[src/hdl/etk_pkg.sv]
// Shared types and constants for the edge token run expander.
`timescale 1ns / 1ps
package etk_pkg;

  localparam int ETK_BYTE_W = 8;
  localparam int ETK_RUN_W = 26;
  localparam int ETK_CNT_W = 32;
  localparam int ETK_TDATA_W = 40;
  localparam int unsigned ETK_UPB_DEF = 127;
  localparam logic [7:0] ETK_MARKER_RST = 8'd128;

  typedef enum logic [1:0] {
    KIND_PASS,
    KIND_ERR,
    KIND_RUN
  } etk_kind_e;

  typedef struct packed {
    etk_kind_e kind;
    logic level;
    logic last;
    logic [ETK_BYTE_W-1:0] data;
  } etk_item_t;

  // width of the unreduced remainder sum: four bytes times (divisor - 1)
  function automatic int etk_rsum_w(int unsigned upb);
    return 10 + $clog2(upb + 1);
  endfunction

endpackage

[src/hdl/etk_token_parser.sv]
// Token parser: phase tracking and per-byte quotient/remainder accumulation.
`timescale 1ns / 1ps
module etk_token_parser import etk_pkg::*; #(
  parameter int unsigned UNITS_PER_BYTE = ETK_UPB_DEF,
  localparam int RSUM_W = etk_rsum_w(UNITS_PER_BYTE)
) (
  input  logic                  clk_i,
  input  logic                  rst_ni,
  input  logic                  take_i,
  input  logic [ETK_BYTE_W-1:0] byte_i,
  input  logic                  last_i,
  input  logic [ETK_BYTE_W-1:0] marker_i,
  output logic                  emit_o,
  output etk_item_t             item_o,
  output logic [RSUM_W-1:0]     rsum_o,
  output logic [ETK_CNT_W-1:0]  qsum_o
);

  localparam int DW = $clog2(UNITS_PER_BYTE + 1);
  localparam longint unsigned D = longint'(UNITS_PER_BYTE);
  localparam logic [ETK_CNT_W-1:0] Q0 = ETK_CNT_W'(64'd1 / D);
  localparam logic [ETK_CNT_W-1:0] Q1 = ETK_CNT_W'(64'd256 / D);
  localparam logic [ETK_CNT_W-1:0] Q2 = ETK_CNT_W'(64'd65536 / D);
  localparam logic [ETK_CNT_W-1:0] Q3 = ETK_CNT_W'(64'd16777216 / D);
  localparam logic [DW-1:0] R0 = DW'(64'd1 % D);
  localparam logic [DW-1:0] R1 = DW'(64'd256 % D);
  localparam logic [DW-1:0] R2 = DW'(64'd65536 % D);
  localparam logic [DW-1:0] R3 = DW'(64'd16777216 % D);

  typedef enum logic [2:0] {
    PH_IDLE,
    PH_LEVEL,
    PH_CNT0,
    PH_CNT1,
    PH_CNT2,
    PH_CNT3
  } phase_e;

  phase_e phase_q, phase_d;
  logic level_q, level_d;
  logic nz_q, nz_d;
  logic [RSUM_W-1:0] racc_q, racc_d;
  logic [ETK_CNT_W-1:0] qacc_q, qacc_d;

  logic [DW-1:0] rk;
  logic [ETK_CNT_W-1:0] qk;
  logic [RSUM_W-1:0] rsum_new;
  logic [ETK_CNT_W-1:0] qsum_new;
  logic [ETK_CNT_W+ETK_BYTE_W-1:0] qprod;

  always_comb begin
    case (phase_q)
      PH_CNT0: begin rk = R0; qk = Q0; end
      PH_CNT1: begin rk = R1; qk = Q1; end
      PH_CNT2: begin rk = R2; qk = Q2; end
      PH_CNT3: begin rk = R3; qk = Q3; end
      default: begin rk = '0; qk = '0; end
    endcase
  end

  assign qprod = (ETK_CNT_W+ETK_BYTE_W)'(byte_i) * (ETK_CNT_W+ETK_BYTE_W)'(qk);
  assign rsum_new = racc_q + RSUM_W'(RSUM_W'(byte_i) * RSUM_W'(rk));
  assign qsum_new = qacc_q + qprod[ETK_CNT_W-1:0];

  assign rsum_o = rsum_new;
  assign qsum_o = qsum_new;

  always_comb begin
    phase_d = phase_q;
    level_d = level_q;
    nz_d = nz_q;
    racc_d = racc_q;
    qacc_d = qacc_q;
    emit_o = 1'b0;
    item_o.kind = KIND_ERR;
    item_o.level = level_q;
    item_o.last = 1'b1;
    item_o.data = '0;
    case (phase_q)
      PH_LEVEL: begin
        level_d = (byte_i != '0);
        nz_d = 1'b0;
        racc_d = '0;
        qacc_d = '0;
        if (last_i) begin
          emit_o = 1'b1;
          phase_d = PH_IDLE;
        end else begin
          phase_d = PH_CNT0;
        end
      end
      PH_CNT0, PH_CNT1, PH_CNT2: begin
        nz_d = nz_q | (byte_i != '0);
        racc_d = rsum_new;
        qacc_d = qsum_new;
        if (last_i) begin
          emit_o = 1'b1;
          phase_d = PH_IDLE;
        end else begin
          phase_d = phase_e'(phase_q + 3'd1);
        end
      end
      PH_CNT3: begin
        phase_d = PH_IDLE;
        item_o.kind = KIND_RUN;
        item_o.last = last_i;
        emit_o = nz_q | (byte_i != '0);
      end
      default: begin
        if (byte_i == marker_i) begin
          if (last_i) begin
            emit_o = 1'b1;
            phase_d = PH_IDLE;
          end else begin
            phase_d = PH_LEVEL;
          end
        end else begin
          phase_d = PH_IDLE;
          emit_o = 1'b1;
          item_o.kind = KIND_PASS;
          item_o.last = last_i;
          item_o.data = byte_i;
        end
      end
    endcase
  end

  always_ff @(posedge clk_i or negedge rst_ni) begin
    if (!rst_ni) begin
      phase_q <= PH_IDLE;
      level_q <= 1'b0;
      nz_q <= 1'b0;
      racc_q <= '0;
      qacc_q <= '0;
    end else if (take_i) begin
      phase_q <= phase_d;
      level_q <= level_d;
      nz_q <= nz_d;
      racc_q <= racc_d;
      qacc_q <= qacc_d;
    end
  end

endmodule

[src/hdl/etk_run_divider.sv]
// Run divider: final quotient/remainder by reciprocal multiply and output register.
`timescale 1ns / 1ps
module etk_run_divider import etk_pkg::*; #(
  parameter int unsigned UNITS_PER_BYTE = ETK_UPB_DEF,
  localparam int RSUM_W = etk_rsum_w(UNITS_PER_BYTE)
) (
  input  logic                  clk_i,
  input  logic                  rst_ni,
  input  logic                  in_valid_i,
  output logic                  in_ready_o,
  input  etk_item_t             item_i,
  input  logic [RSUM_W-1:0]     rsum_i,
  input  logic [ETK_CNT_W-1:0]  qsum_i,
  output logic                  out_valid_o,
  input  logic                  out_ready_i,
  output logic [ETK_BYTE_W-1:0] out_byte_o,
  output logic [ETK_RUN_W-1:0]  zero_run_o,
  output logic                  split_error_o,
  output logic                  stream_end_o
);

  localparam int DW = $clog2(UNITS_PER_BYTE + 1);
  localparam int SH = RSUM_W + DW;
  localparam int MW = SH + 1;
  localparam int PW = RSUM_W + MW;
  localparam int BW = RSUM_W + DW;
  localparam longint unsigned MULT =
      ((64'd1 << SH) + longint'(UNITS_PER_BYTE) - 64'd1) / longint'(UNITS_PER_BYTE);
  localparam logic [MW-1:0] MULT_C = MW'(MULT);
  localparam logic [DW-1:0] UPB_C = DW'(UNITS_PER_BYTE);

  logic v1_q, v2_q, v3_q;
  logic rdy1, rdy2, rdy3;

  etk_item_t item1_q, item2_q;
  logic [RSUM_W-1:0] rsum1_q;
  logic [ETK_CNT_W-1:0] qsum1_q;
  logic [RSUM_W-1:0] x2_q, qq2_q;
  logic [ETK_CNT_W-1:0] qbase2_q;

  logic [ETK_BYTE_W-1:0] byte3_q, byte3_d;
  logic [ETK_RUN_W-1:0] run3_q, run3_d;
  logic err3_q, last3_q;

  assign rdy3 = !v3_q || out_ready_i;
  assign rdy2 = !v2_q || rdy3;
  assign rdy1 = !v1_q || rdy2;
  assign in_ready_o = rdy1;

  // stage 1: n - 1 split into base quotient and small remainder sum
  logic rzero;
  logic [RSUM_W-1:0] x1;
  logic [ETK_CNT_W-1:0] qbase1;
  logic [PW-1:0] prod1;

  assign rzero = (rsum1_q == '0);
  assign x1 = rzero ? RSUM_W'(UNITS_PER_BYTE - 1) : rsum1_q - RSUM_W'(1);
  assign qbase1 = rzero ? qsum1_q - ETK_CNT_W'(1) : qsum1_q;
  assign prod1 = PW'(x1) * PW'(MULT_C);

  // stage 2: remainder recovery, sign and saturation
  logic [BW-1:0] back2, rem2;
  logic [ETK_BYTE_W-1:0] r2;
  logic [ETK_CNT_W:0] qfull2;

  assign back2 = BW'(qq2_q) * BW'(UPB_C);
  assign rem2 = BW'(x2_q) - back2;
  assign r2 = rem2[ETK_BYTE_W-1:0] + ETK_BYTE_W'(1);
  assign qfull2 = {1'b0, qbase2_q} + (ETK_CNT_W+1)'(qq2_q);

  always_comb begin
    byte3_d = item2_q.data;
    run3_d = '0;
    if (item2_q.kind == KIND_RUN) begin
      byte3_d = item2_q.level ? r2 : ETK_BYTE_W'(0) - r2;
      run3_d = (|qfull2[ETK_CNT_W:ETK_RUN_W]) ? '1 : qfull2[ETK_RUN_W-1:0];
    end
  end

  always_ff @(posedge clk_i or negedge rst_ni) begin
    if (!rst_ni) begin
      v1_q <= 1'b0;
      v2_q <= 1'b0;
      v3_q <= 1'b0;
    end else begin
      if (rdy1) v1_q <= in_valid_i;
      if (rdy2) v2_q <= v1_q;
      if (rdy3) v3_q <= v2_q;
    end
  end

  always_ff @(posedge clk_i) begin
    if (rdy1) begin
      item1_q <= item_i;
      rsum1_q <= rsum_i;
      qsum1_q <= qsum_i;
    end
    if (rdy2) begin
      item2_q <= item1_q;
      x2_q <= x1;
      qq2_q <= prod1[SH +: RSUM_W];
      qbase2_q <= qbase1;
    end
    if (rdy3) begin
      byte3_q <= byte3_d;
      run3_q <= run3_d;
      err3_q <= (item2_q.kind == KIND_ERR);
      last3_q <= item2_q.last;
    end
  end

  assign out_valid_o = v3_q;
  assign out_byte_o = byte3_q;
  assign zero_run_o = run3_q;
  assign split_error_o = err3_q;
  assign stream_end_o = last3_q;

endmodule

[src/hdl/edge_token_run_expander.sv]
// Top level of the edge token run expander: input register, parser, divider.
//
//   channel  dir  handshake             payload
//   s        in   s_tvalid_i/s_tready_o  s_tdata_i = in_byte, s_tlast_i = in_last
//   m        out  m_tvalid_o/m_tready_i  m_tdata_o = out_byte, zero_run;
//                                        m_tuser_o = split_error, m_tlast_o = stream_end
//   cfg      in   cfg_wr_en_i            cfg_wr_data_i = marker_code
//
// One byte per cycle while m_tready_i is high; a result leaves after its last input byte
// passes the input register, parser, reciprocal multiply and remainder/output register.
// Marker and token bytes that give no result leave a bubble.
// Reset clears all valid flags and the token phase; marker_code returns to 128.
// m_tready_i low stalls the register chain; up to four requests are held.
`timescale 1ns / 1ps
module edge_token_run_expander import etk_pkg::*; #(
  parameter int unsigned UNITS_PER_BYTE = ETK_UPB_DEF
) (
  input  logic                   clk_i,
  input  logic                   rst_ni,
  input  logic                   s_tvalid_i,
  output logic                   s_tready_o,
  input  logic [7:0]             s_tdata_i,     // [7:0] in_byte
  input  logic                   s_tlast_i,
  output logic                   m_tvalid_o,
  input  logic                   m_tready_i,
  output logic [ETK_TDATA_W-1:0] m_tdata_o,     // [7:0] out_byte, [33:8] zero_run, zero pad
  output logic [0:0]             m_tuser_o,     // [0] split_error
  output logic                   m_tlast_o,
  input  logic                   cfg_wr_en_i,
  input  logic [7:0]             cfg_wr_data_i
);

  localparam int RSUM_W = etk_rsum_w(UNITS_PER_BYTE);

  logic [ETK_BYTE_W-1:0] marker_q;
  logic v0_q;
  logic [ETK_BYTE_W-1:0] byte0_q;
  logic last0_q;
  logic div_ready, take, emit;
  etk_item_t item;
  logic [RSUM_W-1:0] rsum;
  logic [ETK_CNT_W-1:0] qsum;
  logic [ETK_BYTE_W-1:0] out_byte;
  logic [ETK_RUN_W-1:0] zero_run;
  logic split_error;

  assign take = v0_q && div_ready;
  assign s_tready_o = !v0_q || div_ready;

  always_ff @(posedge clk_i or negedge rst_ni) begin
    if (!rst_ni) begin
      marker_q <= ETK_MARKER_RST;
      v0_q <= 1'b0;
    end else begin
      if (cfg_wr_en_i) marker_q <= cfg_wr_data_i;
      if (s_tready_o) v0_q <= s_tvalid_i;
    end
  end

  always_ff @(posedge clk_i) begin
    if (s_tready_o) begin
      byte0_q <= s_tdata_i;
      last0_q <= s_tlast_i;
    end
  end

  etk_token_parser #(
    .UNITS_PER_BYTE(UNITS_PER_BYTE)
  ) u_parser (
    .clk_i    (clk_i),
    .rst_ni   (rst_ni),
    .take_i   (take),
    .byte_i   (byte0_q),
    .last_i   (last0_q),
    .marker_i (marker_q),
    .emit_o   (emit),
    .item_o   (item),
    .rsum_o   (rsum),
    .qsum_o   (qsum)
  );

  etk_run_divider #(
    .UNITS_PER_BYTE(UNITS_PER_BYTE)
  ) u_divider (
    .clk_i         (clk_i),
    .rst_ni        (rst_ni),
    .in_valid_i    (v0_q && emit),
    .in_ready_o    (div_ready),
    .item_i        (item),
    .rsum_i        (rsum),
    .qsum_i        (qsum),
    .out_valid_o   (m_tvalid_o),
    .out_ready_i   (m_tready_i),
    .out_byte_o    (out_byte),
    .zero_run_o    (zero_run),
    .split_error_o (split_error),
    .stream_end_o  (m_tlast_o)
  );

  assign m_tdata_o = {(ETK_TDATA_W-ETK_RUN_W-ETK_BYTE_W)'(0), zero_run, out_byte};
  assign m_tuser_o = split_error;

`ifndef SYNTHESIS
  a_err_ends_stream: assert property (@(posedge clk_i) disable iff (!rst_ni)
    m_tvalid_o && m_tuser_o[0] |-> m_tlast_o)
    else $error("split error without stream end");

  a_err_no_data: assert property (@(posedge clk_i) disable iff (!rst_ni)
    m_tvalid_o && m_tuser_o[0] |-> m_tdata_o == '0)
    else $error("split error carries data");

  a_stall_holds_input: assert property (@(posedge clk_i) disable iff (!rst_ni)
    !s_tready_o |-> v0_q && !div_ready)
    else $error("input stalled without a held request");
`endif

endmodule

[config.mk]
export PLATFORM = sky130hd
export DESIGN_NAME = edge_token_run_expander
export DESIGN_NICKNAME = d
export VERILOG_FILES = /design/src/hdl/etk_pkg.sv /design/src/hdl/etk_token_parser.sv /design/src/hdl/etk_run_divider.sv /design/src/hdl/edge_token_run_expander.sv
export SDC_FILE = /design/constraint.sdc
export NUM_CORES = 1
export LEC_CHECK = 0
export ABC_AREA = 0
export BUFFER_PORTS_ARGS = -buffer_cell sky130_fd_sc_hd__buf_4
export CELL_PAD_IN_SITES_DETAIL_PLACEMENT = 0
export CELL_PAD_IN_SITES_GLOBAL_PLACEMENT = 2
export CORE_UTILIZATION = 39
export CTS_CLUSTER_SIZE = 28
export DETAILED_ROUTE_END_ITERATION = 12
export PLACE_DENSITY_LB_ADDON = 0.1
export REMOVE_ABC_BUFFERS = 1
export SETUP_SLACK_MARGIN = 0.4
export SYNTH_ARGS = -nofsm -noshare
export SYNTH_HDL_FRONTEND = slang
export SYNTH_SLANG_ARGS = --single-unit
[constraint.sdc]
create_clock -name clk_i -period 6.6 [get_ports clk_i]
set_input_delay 0.66 -clock clk_i [delete_from_list [all_inputs] [get_ports clk_i]]
set_output_delay 0.66 -clock clk_i [all_outputs]
set_load 0.1 [all_outputs]
=== Word-level counts from Yosys, hierarchy flattened ===
Cells that the tools add are included.

* Flip-flop bits (word level): 235
* Input port bits: 22

* Add/sub/neg operators: 9
* Multiply operators: 4
* Equal/unequal tests: 8
* Muxes and demuxes: 22
* Bitwise operators: 1
* Reduce and logical (&&, ||, !) cells: 19

{| class="wikitable"
|+ Operators with widths
! operator !! count
|-
| $pmux W32 S2 || 1
|-
| $pmux W18 S3 || 1
|-
| $mul A17 B18 Y35 const B || 1
|-
| $pmux W17 S2 || 1
|-
| $add A32 B11 Y33 || 1
|-
| $add A32 B32 Y32 || 1
|-
| $mux W32 || 1
|-
| $sub A32 B1 Y32 const B || 1
|-
| $mul A8 B18 Y26 || 1
|-
| $mux W26 || 1
|-
| $add A17 B15 Y17 || 1
|-
| $logic_not A17 Y1 || 1
|-
| $mux W17 || 1
|-
| $sub A17 B1 Y17 const B || 1
|-
| $mux W8 || 2
|-
| $pmux W4 S4 || 1
|-
| $mul A8 B4 Y12 || 1
|-
| $mul A11 B7 Y8 const B || 1
|-
| $mux W9 || 1
|-
| $pmux W3 S3 || 1
|-
| $add A8 B1 Y8 const B || 1
|-
| $eq A8 B8 Y1 || 1
|-
| $reduce_bool A8 Y1 || 1
|-
| $sub A1 B8 Y8 const A || 1
|-
| 22 further kinds || 38
|}

=== Depth between registers and ports, before layout ===
* Depth after elaboration: 6
* Depth in mapped cells: 32

=== Hierarchy ===
A second synthesis with hierarchy kept.

* Cells, all modules: 1624
* Area total of the unflattened synthesis: 17601.9 um2

{| class="wikitable"
|+ By module, submodules not included
! module !! instances !! cells an instance !! area each (um2) !! sequential area each (um2)
|-
| etk_run_divider || 1 || 821 || 10151.0 || 4879.7
|-
| etk_token_parser || 1 || 765 || 6749.0 || 1326.3
|-
| edge_token_run_expander || 1 || 38 || 701.9 || 496.7
|}

=== Worst setup path before layout ===
OpenSTA, ideal clock, no wires.

* Path type: flip-flop to flip-flop
* From: register u_parser.phase_q[2]
* To: register u_divider.qsum1_q[28] (data pin)
* Library setup time: 261 ps
* Data arrival time: 6095 ps
* Required time: 6339 ps
* Setup slack: 245 ps
* Cell stages (with the launch flop): 29
* Path buffers: 1
* Clock period less this slack: 6355 ps
* Cells stage by stage: dfrtp_1 clkbuf_1 inv_1 ha_1 nor2_1 nor2_1 and2_1 fa_1 ha_1 fa_1 ha_1 ha_1 o21a_1 o2111a_1 a211oi_1 o21bai_1 a21o_1 a21oi_1 xnor2_1 ha_1 a21o_1 a21oi_1 and2_1 o211ai_1 nand2_1 o211ai_1 a21oi_1 nor2_1 xor2_1

* Longest elaborated chain between the ends: 4

{| class="wikitable"
|+ Ends and longest elaborated chain
! element !! RTL line !! text
|-
| from (decl) || etk_token_parser.sv:39 || <nowiki>phase_e phase_q, phase_d;</nowiki>
|-
| from (signal assigned) || etk_token_parser.sv:136 || <nowiki>phase_q <= phase_d;</nowiki>
|-
| $eq A3 B3 Y1 or $eq A3 B2 Y1 (tied branches) || etk_token_parser.sv:52 || <nowiki>case (phase_q)</nowiki>
|-
| $pmux W18 S3 (*) || etk_token_parser.sv:52 ||
|-
| $mul A8 B18 Y26 (*) || etk_token_parser.sv:61 || <nowiki>assign qprod = (ETK_CNT_W+ETK_BYTE_W)'(byte_i) * (ETK_CNT_W+ETK_BYTE_W)'(qk);</nowiki>
|-
| $add A32 B32 Y32 (*) || etk_token_parser.sv:63 || <nowiki>assign qsum_new = qacc_q + qprod[ETK_CNT_W-1:0];</nowiki>
|-
| net qsum[28] || edge_token_run_expander.sv:42 || <nowiki>logic [ETK_CNT_W-1:0] qsum;</nowiki>
|-
| to (signal assigned) || etk_run_divider.sv:96 || <nowiki>qsum1_q <= qsum_i;</nowiki>
|-
| to (decl) || etk_run_divider.sv:37 || <nowiki>logic [ETK_CNT_W-1:0] qsum1_q;</nowiki>
|}

The timed path passes the listed nets; every way through them passes the cells marked *.
A chain may end at the register's enable or synchronous reset.

=== Final worst setup path ===
* From: register u_parser.phase_q[1]
* To: register u_divider.qsum1_q[27] (data pin)

Same word-level chain as after synthesis.

==> flow_results.xml <==
<?xml version="1.0" encoding="UTF-8"?>
<metrics>
  <group name="status">
    <metric name="run_status" unit="">finished clean</metric>
  </group>
  <group name="sta">
    <metric name="post-route-worst-setup-slack" unit="ns">0.476</metric>
    <metric name="timing.final.setup_violations" unit="">0</metric>
    <metric name="max_slew.worst_pin.slew" unit="ns">1.13</metric>
    <metric name="period_share" unit="%">92.8</metric>
    <metric name="fin_worst_skew" unit="ns">0.0129</metric>
    <metric name="final-max-slew-violation-count" unit="">0</metric>
    <metric name="finalCriticalPeriod" unit="ns">6.12</metric>
    <metric name="timing.fmax" unit="GHz">0.163</metric>
    <metric name="grt_setup_unrepaired" unit="">true</metric>
    <metric name="worst_slew_margin_rel" unit="%">24.3</metric>
    <metric name="final_hold_viol_count" unit="">0</metric>
  </group>
  <group name="drt">
    <metric name="drt-pass1-iter-count" unit="">5</metric>
    <metric name="antenna_left" unit="">0</metric>
    <metric name="avgRoutedWirePerCell" unit="um">16.6</metric>
    <metric name="detailedRoute.firstIterationViolations" unit="">395</metric>
    <metric name="detail_route.wirelength" unit="um">39200</metric>
    <metric name="number_of_vias_after_detailed_routing" unit="">11880</metric>
    <metric name="post_drt_via_cell_ratio" unit="">5.03</metric>
    <metric name="drc" unit="">0</metric>
  </group>
  <group name="synth">
    <metric name="post_synth.cell_area_avg" unit="um^2">10.7</metric>
    <metric name="ys_top_cells_by_area" unit="">sky130_fd_sc_hd__edfxtp_1 (29%), sky130_fd_sc_hd__ha_1 (17%), sky130_fd_sc_hd__dfrtp_1 (9.3%), sky130_fd_sc_hd__fa_1 (6.4%), sky130_fd_sc_hd__xnor2_1 (5.4%)</metric>
    <metric name="yosysTopAreaCell" unit="">sky130_fd_sc_hd__edfxtp_1</metric>
    <metric name="synthArstFlopShare" unit="%">27.9</metric>
    <metric name="fraction_of_the_yosys_area_taken_by_sequential_cells" unit="%">38.9</metric>
    <metric name="synth.cells.most_frequent" unit="">sky130_fd_sc_hd__ha_1 (234), sky130_fd_sc_hd__edfxtp_1 (168), sky130_fd_sc_hd__inv_1 (154)</metric>
    <metric name="synth_enable_flop_cells" unit="">168</metric>
    <metric name="synth_seq_cells" unit="">233</metric>
    <metric name="synth.cell_area" unit="mm^2">0.0172</metric>
    <metric name="synth_top_area_share" unit="%">29.4</metric>
    <metric name="yosysWarnings" unit="">0</metric>
    <metric name="synth_top_flop_cell" unit="">sky130_fd_sc_hd__edfxtp_1</metric>
    <metric name="yosysUniqueCellTypes" unit="">77</metric>
    <metric name="synth_cells" unit="">1605</metric>
    <metric name="post-synth-top-count-cell" unit="">sky130_fd_sc_hd__ha_1</metric>
  </group>
  <group name="floorplan">
    <metric name="floorplan.initialDensity" unit="%">39.7</metric>
    <metric name="die_outline_area" unit="mm^2">0.0449</metric>
    <metric name="fp.dieW" unit="um">212</metric>
    <metric name="placementRows" unit="">76</metric>
    <metric name="ios" unit="">66</metric>
    <metric name="placeableCoreArea" unit="mm^2">0.0433</metric>
    <metric name="fp.dieH" unit="um">212</metric>
  </group>
  <group name="global_route">
    <metric name="grt-ovfl-total" unit="">0</metric>
    <metric name="vias_in_the_first_global_route" unit="">11929</metric>
    <metric name="globalRouteTotalUtil" unit="%">17.7</metric>
    <metric name="grt_first_pass_wirelength" unit="um">62800</metric>
    <metric name="antenna_found_initial" unit="">0</metric>
    <metric name="maximum_number_of_pins_on_one_net_before_global_route_repair" unit="">66</metric>
  </group>
  <group name="final_layout">
    <metric name="fillCellCount" unit="">4071</metric>
    <metric name="syn2layout_area_growth" unit="%">20.4</metric>
    <metric name="utilization" unit="%">47.8</metric>
    <metric name="final_layout_size_suffix_gt1_share" unit="%">19.5</metric>
    <metric name="final_nets" unit="">2064</metric>
    <metric name="diodes" unit="">0</metric>
  </group>
  <group name="clock_tree">
    <metric name="clk_latency" unit="ns">0.57</metric>
    <metric name="cts_tree" unit="">done</metric>
    <metric name="max-clock-path-buffers" unit="">3</metric>
    <metric name="cts_sinks" unit="">233</metric>
    <metric name="ctsHtreeMaxLevel" unit="">1</metric>
    <metric name="cts.clk_slew.worst_paths" unit="ns">0.06</metric>
    <metric name="ctsHoldBuffers" unit="">0</metric>
    <metric name="cts_inserted_buffers" unit="">28</metric>
    <metric name="clock_tree.root_cell" unit="">sky130_fd_sc_hd__clkbuf_16</metric>
  </group>
  <group name="worst_setup_path">
    <metric name="worst-setup-path-type" unit="">flip-flop to flip-flop</metric>
    <metric name="worstPathArrival" unit="ns">6.44</metric>
    <metric name="setup.worst_path.start_class" unit="">flip-flop</metric>
    <metric name="crit_path_end_kind" unit="">flip-flop</metric>
    <metric name="timing.critical_path.fanout_max" unit="">5</metric>
    <metric name="critical_path_required" unit="ns">6.91</metric>
  </group>
  <group name="placement">
    <metric name="hpwlAfterDp" unit="um">30600</metric>
    <metric name="final_estimated_routing_congestion_in_global_placement" unit="">0.842</metric>
    <metric name="placement.io_buffers" unit="">59</metric>
    <metric name="placement.setup.worst_slack" unit="ns">-0.160</metric>
  </group>
  <group name="hold_path">
    <metric name="hp-class" unit="">input pin to async pin</metric>
  </group>
  <group name="flow_run">
    <metric name="timing.max_cap.violations" unit="">0</metric>
  </group>
  <group name="power_and_ir_drop">
    <metric name="irDropWorstVdd" unit="mV">1.10</metric>
    <metric name="power_per_cell_area" unit="mW/mm^2">533</metric>
    <metric name="p_leak" unit="nW">9.62</metric>
  </group>
</metrics>
-- per-layer routing --
metal  track usage, %  wire, um
met4             4.25       847
met5                0         0
met3             2.08      1140
met1             25.5     19800
met2             28.4     17400
-- cell type report --
| type | instances | area (um^2) | area share (%) |
|---|---|---|---|
| multi-input combinational | 1184 | 10500 | 50.7 |
| clock buffer | 42 | 877 | 4.24 |
| clock inverter | 10 | 165 | 0.799 |
| sequential | 233 | 6670 | 32.3 |
| tap | 585 | 732 | 3.54 |
| timing repair buffer | 152 | 1160 | 5.60 |
| inverter | 154 | 581 | 2.81 |
-- cell usage in the layout, fill, tap and decap left out, types with 8 or more instances in the layout --
master / Yosys / routed
sky130_fd_sc_hd__dfrtp_1: 64 / 63
sky130_fd_sc_hd__nor3_1: 34 / 34
sky130_fd_sc_hd__nand2b_1: 12 / 12
sky130_fd_sc_hd__buf_4: 6 / 150
sky130_fd_sc_hd__o211ai_1: 8 / 8
sky130_fd_sc_hd__ha_4: 0 / 24
sky130_fd_sc_hd__nor2_1: 94 / 88
sky130_fd_sc_hd__clkbuf_16: 0 / 31
sky130_fd_sc_hd__a21oi_1: 64 / 54
sky130_fd_sc_hd__mux2_2: 9 / 9
sky130_fd_sc_hd__xnor2_1: 105 / 99
sky130_fd_sc_hd__o21ai_0: 85 / 75
sky130_fd_sc_hd__nor4_1: 14 / 12
sky130_fd_sc_hd__nand3_1: 25 / 22
sky130_fd_sc_hd__a21oi_2: 0 / 10
sky130_fd_sc_hd__and2_1: 40 / 37
sky130_fd_sc_hd__xor2_1: 61 / 61
sky130_fd_sc_hd__a31oi_1: 14 / 11
sky130_fd_sc_hd__o21a_1: 14 / 13
sky130_fd_sc_hd__ha_1: 234 / 206
sky130_fd_sc_hd__a21o_1: 33 / 33
sky130_fd_sc_hd__nand4_1: 9 / 9
sky130_fd_sc_hd__and3_1: 11 / 10
sky130_fd_sc_hd__nand2_1: 90 / 82
sky130_fd_sc_hd__edfxtp_1: 168 / 168
sky130_fd_sc_hd__or3_1: 12 / 12
sky130_fd_sc_hd__inv_1: 154 / 144
sky130_fd_sc_hd__nand2_2: 0 / 8
sky130_fd_sc_hd__fa_1: 55 / 51
sky130_fd_sc_hd__nor2b_1: 17 / 16
sky130_fd_sc_hd__a22o_1: 38 / 38
sky130_fd_sc_hd__inv_2: 0 / 9
-- worst paths after layout --
path / depth (start not counted) / endpoint / startpoint / slack (ns)
worst min register to register: 0 / u_divider.item2_q[1] / u_divider.item1_q[1] / 0.42
worst max register to register: 27 / u_divider.qsum1_q[27] / u_parser.phase_q[1] / 0.48
worst max-delay path: 27 / u_divider.qsum1_q[27] / u_parser.phase_q[1] / 0.48
max in group asynchronous: 1 / u_parser.phase_q[1] / rst_ni / 5.72
worst min-delay path: 1 / u_parser.qacc_q[30] / rst_ni / 0.23
min in group clk_i: 1 / byte0_q[6] / s_tdata_i[6] / 0.27
-- flip-flops by register name (all words and copies together) (netlist names), 3 cells and up --
signal,flops
u_divider.qbase2_q,32
u_divider.qsum1_q,31
u_parser.qacc_q,31
u_divider.zero_run_o,26
u_divider.rsum1_q,17
u_parser.racc_q,17
u_divider.item1_q,12
u_divider.item2_q,12
u_divider.qq2_q,11
byte0_q,8
marker_q,8
u_divider.out_byte_o,8
u_divider.x2_q,8
u_parser.phase_q,3
-- kinds of logic after synthesis --
logic type | Yosys count | share of synthesized area, %
buffers and inverters | 193 | 4.35
multiplexers | 13 | 0.823
other | 1 | 0.0218
flip-flops | 233 | 38.9
AO/OA/AOI/OAI | 311 | 12.0
XOR/XNOR | 166 | 8.47
adder cells (fa/ha/maj) | 289 | 23.5
AND/OR/NAND/NOR | 399 | 12.0
-- worst max-delay path: stages, from the launching register on --
cell and delay [ns]:
sky130_fd_sc_hd__dfrtp_2 0.44, sky130_fd_sc_hd__ha_4 0.19, sky130_fd_sc_hd__ha_4 0.16, sky130_fd_sc_hd__nor2_4 0.15
sky130_fd_sc_hd__nor2b_4 0.06, sky130_fd_sc_hd__and2_4 0.16, sky130_fd_sc_hd__fa_2 0.47, sky130_fd_sc_hd__ha_4 0.18
sky130_fd_sc_hd__fa_1 0.56, sky130_fd_sc_hd__ha_4 0.23, sky130_fd_sc_hd__ha_4 0.23, sky130_fd_sc_hd__o21a_1 0.12
sky130_fd_sc_hd__o2111a_1 0.26, sky130_fd_sc_hd__a211oi_2 0.28, sky130_fd_sc_hd__o21bai_2 0.11, sky130_fd_sc_hd__a21o_1 0.19
sky130_fd_sc_hd__a21oi_2 0.16, sky130_fd_sc_hd__xnor2_1 0.17, sky130_fd_sc_hd__ha_1 0.28, sky130_fd_sc_hd__buf_4 0.15
sky130_fd_sc_hd__nor2b_1 0.12, sky130_fd_sc_hd__o21ai_0 0.15, sky130_fd_sc_hd__nand2b_1 0.15, sky130_fd_sc_hd__a22o_1 0.21
sky130_fd_sc_hd__a21o_1 0.20, sky130_fd_sc_hd__o21a_4 0.26, sky130_fd_sc_hd__o21ai_2 0.15, sky130_fd_sc_hd__xnor2_1 0.09
-- per-stage QoR --
step	power (mW)	TNS [ns]	hold slack, ns	area (um^2)	std cells
global placement	9.38	-0.00984	0.403	18800	2287
detailed placement	9.41	-1.00	0.405	18800	2287
floorplan	7.68	0	0.364	17000	1571
CTS	11.2	0	0.234	20100	2348
global route	12.1	0	0.247	20700	2360
finish	11.0	0	0.226	20700	2360
-- power by group --
group	internal, mW	total (mW)	switching [mW]
sequential	1.99	2.20	0.207
combinational	3.08	7.16	4.07
clock	1.04	1.65	0.612
-- repair_timing --
| item | in CTS | in global routing |
|---|---|---|
| endpoints found under the setup margin | 30 | 31 |
| resized for setup | 49 | 90 |
| cloned | 0 | 0 |
| setup buffers | 9 | 12 |
| pin swaps | 24 | 54 |
No activity file was read; power rests on OpenSTA's default activity.
